===== src/rtl/flpt_pkg.sv =====
// Shared types and constants for the four-level page table walker.
package flpt_pkg;

  localparam int unsigned VaW    = 48;
  localparam int unsigned PaW    = 52;
  localparam int unsigned EntryW = 64;
  // Entry and base bits 51:12 hold a frame number.
  localparam int unsigned FrameW = 40;

  localparam logic MODE_REQ   = 1'b0;
  localparam logic MODE_ENTRY = 1'b1;

  localparam logic KIND_READ = 1'b0;
  localparam logic KIND_DONE = 1'b1;

  localparam logic [1:0] PK_4K = 2'd0;
  localparam logic [1:0] PK_2M = 2'd1;
  localparam logic [1:0] PK_1G = 2'd2;

  localparam int unsigned BitPresent = 0;
  localparam int unsigned BitPs      = 7;
  localparam int unsigned BitProto   = 10;
  localparam int unsigned BitTrans   = 11;

  // Classified item handed from the front to the back.
  typedef struct packed {
    logic              is_req;
    logic [VaW-1:0]    vaddr;
    logic              present;
    logic              ps;
    logic [FrameW-1:0] frame;
  } item_t;

  typedef struct packed {
    logic           kind;
    logic [PaW-1:0] read_address;
    logic [PaW-1:0] xlat_addr;
    logic           found;
    logic [1:0]     page_kind;
  } result_t;

endpackage


===== src/rtl/flpt_fifo.sv =====
// Small register queue used between front and back and at the result side.
module flpt_fifo #(
  parameter int unsigned Width = 8,
  parameter int unsigned Depth = 2
) (
  input  logic             clk_i,
  input  logic             rst_ni,
  input  logic             push_i,
  input  logic [Width-1:0] wdata_i,
  output logic             full_o,
  input  logic             pop_i,
  output logic [Width-1:0] rdata_o,
  output logic             empty_o
);

  localparam int unsigned PtrW = (Depth > 1) ? $clog2(Depth) : 1;
  localparam int unsigned CntW = $clog2(Depth + 1);
  localparam logic [PtrW-1:0] LastPtr = PtrW'(Depth - 1);
  localparam logic [CntW-1:0] FullCnt = CntW'(Depth);

  logic [Width-1:0] mem_q [Depth];
  logic [PtrW-1:0]  wr_ptr_q, wr_ptr_d;
  logic [PtrW-1:0]  rd_ptr_q, rd_ptr_d;
  logic [CntW-1:0]  cnt_q, cnt_d;
  logic             do_push, do_pop;

  assign full_o  = (cnt_q == FullCnt);
  assign empty_o = (cnt_q == '0);
  assign do_push = push_i && !full_o;
  assign do_pop  = pop_i && !empty_o;
  assign rdata_o = mem_q[rd_ptr_q];

  always_comb begin
    wr_ptr_d = wr_ptr_q;
    rd_ptr_d = rd_ptr_q;
    cnt_d    = cnt_q;
    if (do_push) begin
      wr_ptr_d = (wr_ptr_q == LastPtr) ? '0 : wr_ptr_q + PtrW'(1);
    end
    if (do_pop) begin
      rd_ptr_d = (rd_ptr_q == LastPtr) ? '0 : rd_ptr_q + PtrW'(1);
    end
    if (do_push && !do_pop) begin
      cnt_d = cnt_q + CntW'(1);
    end else if (do_pop && !do_push) begin
      cnt_d = cnt_q - CntW'(1);
    end
  end

  always_ff @(posedge clk_i or negedge rst_ni) begin
    if (!rst_ni) begin
      wr_ptr_q <= '0;
      rd_ptr_q <= '0;
      cnt_q    <= '0;
    end else begin
      wr_ptr_q <= wr_ptr_d;
      rd_ptr_q <= rd_ptr_d;
      cnt_q    <= cnt_d;
    end
  end

  always_ff @(posedge clk_i) begin
    if (do_push) begin
      mem_q[wr_ptr_q] <= wdata_i;
    end
  end

`ifndef SYNTH
  a_cnt_bound: assert property (@(posedge clk_i) disable iff (!rst_ni)
    cnt_q <= FullCnt)
    else $error("queue count beyond depth");

  a_push_fills: assert property (@(posedge clk_i) disable iff (!rst_ni)
    (do_push && !do_pop) |=> !empty_o)
    else $error("queue empty after a lone push");
`endif

endmodule


===== src/rtl/flpt_front.sv =====
// Front end: decodes an incoming item and tests entry presence.
module flpt_front (
  input  logic                           mode_i,
  input  logic [flpt_pkg::VaW-1:0]       virt_addr_i,
  input  logic [flpt_pkg::EntryW-1:0]    table_entry_i,
  input  logic                           read_error_i,
  output flpt_pkg::item_t                item_o
);

  logic [flpt_pkg::EntryW-1:0] entry;

  // A failed read counts as an all-zero entry.
  assign entry = read_error_i ? '0 : table_entry_i;

  always_comb begin
    item_o.is_req  = (mode_i == flpt_pkg::MODE_REQ);
    item_o.vaddr   = virt_addr_i;
    item_o.present = entry[flpt_pkg::BitPresent]
                     || (entry[flpt_pkg::BitTrans] && !entry[flpt_pkg::BitProto]);
    item_o.ps      = entry[flpt_pkg::BitPs];
    item_o.frame   = entry[51:12];
  end

endmodule


===== src/rtl/flpt_back.sv =====
// Back end: holds the walk level and latched address and forms each result.
module flpt_back (
  input  logic                     clk_i,
  input  logic                     rst_ni,
  input  logic                     cfg_we_i,
  input  logic [flpt_pkg::PaW-1:0] cfg_data_i,
  input  logic                     item_valid_i,
  input  flpt_pkg::item_t          item_i,
  output logic                     item_pop_o,
  output logic                     res_push_o,
  output flpt_pkg::result_t        res_o,
  input  logic                     res_full_i
);

  typedef enum logic [2:0] {
    LVL_IDLE,
    LVL_L1,
    LVL_L2,
    LVL_L3,
    LVL_L4
  } level_e;

  level_e                     level_q, level_d;
  logic [flpt_pkg::VaW-1:0]   vaddr_q, vaddr_d;
  logic [flpt_pkg::PaW-1:0]   base_q;
  flpt_pkg::result_t          res;

  assign item_pop_o = item_valid_i && !res_full_i;
  assign res_push_o = item_pop_o;
  assign res_o      = res;

  always_comb begin
    res     = '0;
    level_d = level_q;
    vaddr_d = vaddr_q;
    res.kind = flpt_pkg::KIND_DONE;
    priority if (item_i.is_req) begin
      level_d          = LVL_L1;
      vaddr_d          = item_i.vaddr;
      res.kind         = flpt_pkg::KIND_READ;
      res.read_address = {base_q[51:12], item_i.vaddr[47:39], 3'b000};
    end else if (!item_i.present) begin
      level_d = LVL_IDLE;
    end else begin
      unique case (level_q)
        LVL_L1: begin
          level_d          = LVL_L2;
          res.kind         = flpt_pkg::KIND_READ;
          res.read_address = {item_i.frame, vaddr_q[38:30], 3'b000};
        end
        LVL_L2: begin
          if (item_i.ps) begin
            level_d       = LVL_IDLE;
            res.xlat_addr = {item_i.frame[39:18], vaddr_q[29:0]};
            res.found     = 1'b1;
            res.page_kind = flpt_pkg::PK_1G;
          end else begin
            level_d          = LVL_L3;
            res.kind         = flpt_pkg::KIND_READ;
            res.read_address = {item_i.frame, vaddr_q[29:21], 3'b000};
          end
        end
        LVL_L3: begin
          if (item_i.ps) begin
            level_d       = LVL_IDLE;
            res.xlat_addr = {item_i.frame[39:9], vaddr_q[20:0]};
            res.found     = 1'b1;
            res.page_kind = flpt_pkg::PK_2M;
          end else begin
            level_d          = LVL_L4;
            res.kind         = flpt_pkg::KIND_READ;
            res.read_address = {item_i.frame, vaddr_q[20:12], 3'b000};
          end
        end
        LVL_L4: begin
          level_d       = LVL_IDLE;
          res.xlat_addr = {item_i.frame, vaddr_q[11:0]};
          res.found     = 1'b1;
          res.page_kind = flpt_pkg::PK_4K;
        end
        default: begin
          // Entry with no walk in flight: finish, not found.
          level_d = LVL_IDLE;
        end
      endcase
    end
  end

  always_ff @(posedge clk_i or negedge rst_ni) begin
    if (!rst_ni) begin
      level_q <= LVL_IDLE;
      vaddr_q <= '0;
      base_q  <= '0;
    end else begin
      if (cfg_we_i) begin
        base_q <= cfg_data_i;
      end
      if (item_pop_o) begin
        level_q <= level_d;
        vaddr_q <= vaddr_d;
      end
    end
  end

`ifndef SYNTH
  a_req_starts_walk: assert property (@(posedge clk_i) disable iff (!rst_ni)
    (item_pop_o && item_i.is_req) |=> level_q == LVL_L1)
    else $error("request did not start a walk at the top level");

  a_found_is_done: assert property (@(posedge clk_i) disable iff (!rst_ni)
    (res_push_o && res_o.found) |-> (res_o.kind == flpt_pkg::KIND_DONE
                                     && res_o.read_address == '0))
    else $error("found result carries a read request");
`endif

endmodule


===== src/rtl/four_level_page_table_walker.sv =====
// Top level of the four-level page table walker.
// Input side is a queue: drive the item fields and raise push; the item is
// taken on a clock edge where push is high and full is low. mode_i 0 starts a
// translation of virt_addr_i, mode_i 1 returns a table entry (table_entry_i,
// read_error_i) for the walk in flight.
// Result side is a queue: while empty is low the oldest result is on the
// result ports; raise pop to take it. Each input item yields exactly one
// result: a read request (kind_o 0, read_address_o) or a finished
// translation (kind_o 1, found_o, xlat_addr_o, page_kind_o).
// The table base is written through cfg_valid_i/cfg_data_i; cfg_ready_o is
// always high. Write it only while no item is in flight.
// An accepted item is registered in the middle queue, and its result in the
// result queue before it shows on the ports. One item per cycle is sustained
// while the result queue is not full; the walk state is a single register stage.
// Reset empties both queues, clears the table base and leaves no walk open.
// When pop stays low the result queue fills, the back end stops, and full
// rises once the middle queue also fills; nothing is dropped.
module four_level_page_table_walker #(
  parameter int unsigned MidDepth = 2,
  parameter int unsigned OutDepth = 2
) (
  input  logic                          clk_i,
  input  logic                          rst_ni,
  input  logic                          cfg_valid_i,
  output logic                          cfg_ready_o,
  input  logic [flpt_pkg::PaW-1:0]      cfg_data_i,
  input  logic                          push,
  output logic                          full,
  input  logic                          mode_i,
  input  logic [flpt_pkg::VaW-1:0]      virt_addr_i,
  input  logic [flpt_pkg::EntryW-1:0]   table_entry_i,
  input  logic                          read_error_i,
  output logic                          empty,
  input  logic                          pop,
  output logic                          kind_o,
  output logic [flpt_pkg::PaW-1:0]      read_address_o,
  output logic [flpt_pkg::PaW-1:0]      xlat_addr_o,
  output logic                          found_o,
  output logic [1:0]                    page_kind_o
);

  localparam int unsigned ItemW = $bits(flpt_pkg::item_t);
  localparam int unsigned ResW  = $bits(flpt_pkg::result_t);

  flpt_pkg::item_t   front_item, back_item;
  flpt_pkg::result_t back_res, out_res;
  logic              mid_empty, mid_pop;
  logic              res_push, res_full;

  assign cfg_ready_o = 1'b1;

  flpt_front u_front (
    .mode_i        (mode_i),
    .virt_addr_i   (virt_addr_i),
    .table_entry_i (table_entry_i),
    .read_error_i  (read_error_i),
    .item_o        (front_item)
  );

  flpt_fifo #(
    .Width (ItemW),
    .Depth (MidDepth)
  ) u_mid_fifo (
    .clk_i   (clk_i),
    .rst_ni  (rst_ni),
    .push_i  (push),
    .wdata_i (front_item),
    .full_o  (full),
    .pop_i   (mid_pop),
    .rdata_o (back_item),
    .empty_o (mid_empty)
  );

  flpt_back u_back (
    .clk_i        (clk_i),
    .rst_ni       (rst_ni),
    .cfg_we_i     (cfg_valid_i && cfg_ready_o),
    .cfg_data_i   (cfg_data_i),
    .item_valid_i (!mid_empty),
    .item_i       (back_item),
    .item_pop_o   (mid_pop),
    .res_push_o   (res_push),
    .res_o        (back_res),
    .res_full_i   (res_full)
  );

  flpt_fifo #(
    .Width (ResW),
    .Depth (OutDepth)
  ) u_out_fifo (
    .clk_i   (clk_i),
    .rst_ni  (rst_ni),
    .push_i  (res_push),
    .wdata_i (back_res),
    .full_o  (res_full),
    .pop_i   (pop),
    .rdata_o (out_res),
    .empty_o (empty)
  );

  assign kind_o         = out_res.kind;
  assign read_address_o = out_res.read_address;
  assign xlat_addr_o    = out_res.xlat_addr;
  assign found_o        = out_res.found;
  assign page_kind_o    = out_res.page_kind;

endmodule


===== config.mk =====
export PLATFORM = sky130hd
export DESIGN_NAME = four_level_page_table_walker
export DESIGN_NICKNAME = d
export VERILOG_FILES = /design/src/rtl/flpt_pkg.sv /design/src/rtl/flpt_fifo.sv /design/src/rtl/flpt_front.sv /design/src/rtl/flpt_back.sv /design/src/rtl/four_level_page_table_walker.sv
export SDC_FILE = /design/constraint.sdc
export NUM_CORES = 1
export LEC_CHECK = 0
export ABC_CLOCK_PERIOD_IN_PS = 5700
export BUFFER_PORTS_ARGS = -buffer_cell sky130_fd_sc_hd__buf_2
export CORE_MARGIN = 2
export CORE_UTILIZATION = 44
export CTS_CLUSTER_SIZE = 14
export DETAILED_ROUTE_END_ITERATION = 7
export GPL_ROUTABILITY_DRIVEN = 0
export PLACE_DENSITY = 0.76
export SYNTH_ARGS = -nofsm -noshare
export SYNTH_HDL_FRONTEND = slang
export SYNTH_SLANG_ARGS = --single-unit

===== constraint.sdc =====
create_clock -name clk_i -period 5.7 [get_ports clk_i]
set_input_delay 0.855 -clock clk_i [delete_from_list [all_inputs] [get_ports clk_i]]
set_output_delay 0.855 -clock clk_i [all_outputs]
set_load 0.02 [all_outputs]

==> metrics.md <==
| Metric | Value |
|---|---|
| Status | completed |
| Final min period | 3.45 ns |
| CP Capture Type | output port |
| Synth warn | 0 |
| Final Util | 52.3% |
| Tot GR Track Use | between 10% and 20% |
| Height of the die | 212 um |
| Max clock buf depth | 3 |
| Max Freq | 290 MHz |
| Total I/O pin count | 282 |
| Clock sinks | 482 |
| Vias in the first global route | approximately 11000 |
| Fraction of registers with async set/reset | 18.7% |
| Hold Buf Count CTS | 0 |
| Routed wire length per instance | just over 20 um |
| Cell variety after synth | 45 |
| Layout cell share with drive strength beyond 1 | 35.4% |
| Initial Utilization | 44.4% |
| Layout Nets | 1593 |
| Crit Path Category | flop to output port |
| DR pass1 iterations | 5 |
| Register area share after synthesis | 73.6% |
| Arrival time worst endpoint | 2.60 ns |
| Final worst slack | 2.25 ns |
| Seq cells post-synth | 482 |
| Worst EP required | 4.85 ns |
| Remaining DRCs | 0 |
| Slew Viols, Final | 0 |
| Port Buf Inserts | 245 |
| # Post-CTS Setup Buffers | 0 |
| H-tree levels | 2 |
| Pwr/cell area | 596 nW/um2 |
| FF-to-FF End | u_out_fifo.mem_q[0][5]$_DFFE_PP_ |
| Hold Path Class | input pin to asynchronous set/reset pin |
| Clock Latency Late Sink | between 0.5 and 0.6 ns |
| Post-synth EDFFs | 392 |
| DP Wirelength | 26500 um |
| MaxCap Viol Count | 0 |
| Pre-CTS WS | 2.21 ns |
| Clk pin slew, worst setup/hold paths | 0.06 ns |
| Slew headroom | 18.5% |
| DR vias | around 10000 |
| Skew final | 0.0287 ns |
| CORE AREA | 42900 um2 |
| DIE WIDTH | between 200 and 250 um |
| Reg2reg start | u_mid_fifo.rd_ptr_q$_DFFE_PN0P_ |
| Post-Syn Area | 19000 um2 |
| Num rows | 76 |
| RSZ-0062 raised after global routing | false |
| Startpoint Class | flop |
| P_leak | 0.00861 uW |
| Initial drt markers | 789 |
| Setup TNS | 0 ns |
| First-pass GRT wire length | 62000 um |
| Pin count of the biggest net entering global routing | 79 |
| Grt ovf | 0 |
| Reg2reg setup slack | 2.28 ns |
| Total Wirelength | 42000 um |
| Max VDD drop | 365 uV |
| Synth Flop Type | edfxtp_1 |
| Final total power | 13400 uW |
| CTS tree | done |
| Synth-to-Final Area Change | 17.9% |
| Synth Area per Inst | 16.2 um2 |
| Clock root buffer | clkbuf_16 |
| Initial antenna violation count | 3 |
| Setup violators final | 0 |
| Routed Antenna Nets | 0 |
| Worst Reg-to-Reg Cells | 5 |
| Cts bufs inserted | 50 |
| Period utilization | between 60% and 70% |
| Vias per inst | 5.05 |
| Synth Instances | 1173 |
| Worst-margin pin slew | 1.22 ns |
| Final hold vios | 0 |
| Count of cells resized by post-cts repair | 0 |
| Hold Slack | 0.257 ns |
| Worst-path fanout max | between 40 and 50 |
| Die area | about 45000 um2 |
[layout make-up]
class / instances / area [um2]
Inverter: 9 / 33.8
Antenna cell: 2 / 5.00
Clock inverter: 23 / 195
Timing Repair Buffer: 261 / 1350
Clock buffer: 69 / 1400
Fill cell: 3511 / 20400
Tap cell: 585 / 732
Multi-Input combinational cell: 616 / 4700
Sequential cell: 482 / 14000
[metrics by stage]
stage,instance area [um2],std cells
finish,22400,2047
detailed placement,20800,1953
global route,22400,2047
CTS,22400,2045
global placement,20800,1953
floorplan,19100,1175
[sequential cells by signal (all words and copies together), names as in the netlist]
register and flops:
u_mid_fifo.wr_ptr_q 1, u_out_fifo.rd_ptr_q 1, u_out_fifo.mem_q 210, u_out_fifo.cnt_q 2
u_mid_fifo.cnt_q 2, u_out_fifo.wr_ptr_q 1, u_mid_fifo.mem_q 182, u_mid_fifo.rd_ptr_q 1
u_back.level_q 3, u_back.base_q 40, u_back.vaddr_q 39
[report_power, final]
part / internal (uW) / switching (uW) / total (uW)
clock network: 1850 / 1310 / 3160
logic: 1490 / 2780 / 4280
registers: 5410 / 550 / 5960
[layer usage]
metal  vias to the layer above  GRT usage [%]  wire length, um
met2                       275           31.7            20900
met4                         2           5.32              901
met5                         -              0               13
met1                      5131           23.5            17800
li1                       4871              -                -
met3                        60           4.40             2410
[worst max-delay path by stage]
stage,start,endpoint,slack [ns],depth (start not counted)
after global placement,u_mid_fifo.rd_ptr_q$_DFFE_PN0P_,u_out_fifo.mem_q[0][4]$_DFFE_PP_,2.29,5
final,u_out_fifo.rd_ptr_q$_DFFE_PN0P_,read_address_o[22],2.25,3
after detailed placement,u_mid_fifo.rd_ptr_q$_DFFE_PN0P_,u_out_fifo.mem_q[0][5]$_DFFE_PP_,2.21,5
after floorplan,u_out_fifo.cnt_q[0]$_DFFE_PN0P_,u_out_fifo.mem_q[0][0]$_DFFE_PP_,-0.01,3
after CTS,u_out_fifo.rd_ptr_q$_DFFE_PN0P_,read_address_o[20],2.20,3
after global routing,u_mid_fifo.rd_ptr_q$_DFFE_PN0P_,u_out_fifo.mem_q[0][10]$_DFFE_PP_,2.05,5
[critical path, stage by stage (launching register included)]
cell	delay, ns
dfrtp_4	0.69
buf_4	0.67
mux2_2	0.40
buf_2	0.18
[synth_stat cells, drive strengths merged (2+ instances only)]
| library cell | count | area [um2] |
|---|---|---|
| o21bai | 9 | 67.6 |
| xnor2 | 7 | 61.3 |
| inv | 9 | 33.8 |
| nor3b | 3 | 32.5 |
| a22oi | 9 | 67.6 |
| nor2 | 42 | 158 |
| nand3b | 9 | 67.6 |
| nand2 | 87 | 327 |
| clkbuf | 29 | 109 |
| and2 | 14 | 87.6 |
| nand3 | 2 | 10.0 |
| edfxtp | 392 | 11800 |
| ha | 2 | 25.0 |
| nand2b | 3 | 26.3 |
| nor2b | 53 | 332 |
| a32o | 9 | 90.1 |
| o21ai | 92 | 543 |
| buf | 39 | 245 |
| o22ai | 2 | 18.8 |
| mux2i | 81 | 823 |
| mux2 | 146 | 1640 |
| a21oi | 29 | 145 |
| dfrtp | 90 | 2250 |
| xor2 | 3 | 26.3 |
| conb | 2 | 7.51 |
[placed cells by master (no fill, tap or decap), types with 2 or more instances in the layout]
cell        netlist  final
buf_4            10     17
mux2_2          146    146
clkbuf_1         29     12
dfrtp_1          90     88
mux2i_1          80     80
clkbuf_16         0     51
a22oi_1           9      9
nand3b_1          9      9
clkbuf_8          0      6
nand3_1           2      2
nor2_4            0      3
and2_1           14     14
clkinv_1          0      7
clkinv_2          0      8
nand2_1          87     87
bufinv_16         0      3
buf_2            19    244
ha_1              2      2
a21oi_1          29     29
xor2_1            3      3
o21ai_0          49     49
nor2_1           42     39
nor3b_2           2      3
xnor2_1           7      7
a32o_1            9      9
inv_1             8      8
nor2b_1          53     53
diode_2           0      2
conb_1            2      4
nand2b_1          2      2
edfxtp_1        392    392
o21ai_1          21     21
o21bai_1          9      9
clkinvlp_4        0      4
o21ai_2          22     21
dfrtp_4           0      2
[logic make-up (layout without fill, tap and decap cells)]
logic type | count (synthesis) | after routing | share of synthesized area [%]
AOI/OAI and AO/OA | 154 | 154 | 5.06
xor gates and xnor gates | 10 | 10 | 0.460
adders and majority gates | 2 | 2 | 0.131
buffers and inverters | 77 | 362 | 2.04
DFF | 482 | 482 | 73.6
muxes | 227 | 227 | 13.0
other | 2 | 6 | 0.0394
and+or+nand+nor | 219 | 219 | 5.69
Note: power is estimated with default switching activity, not from simulation.
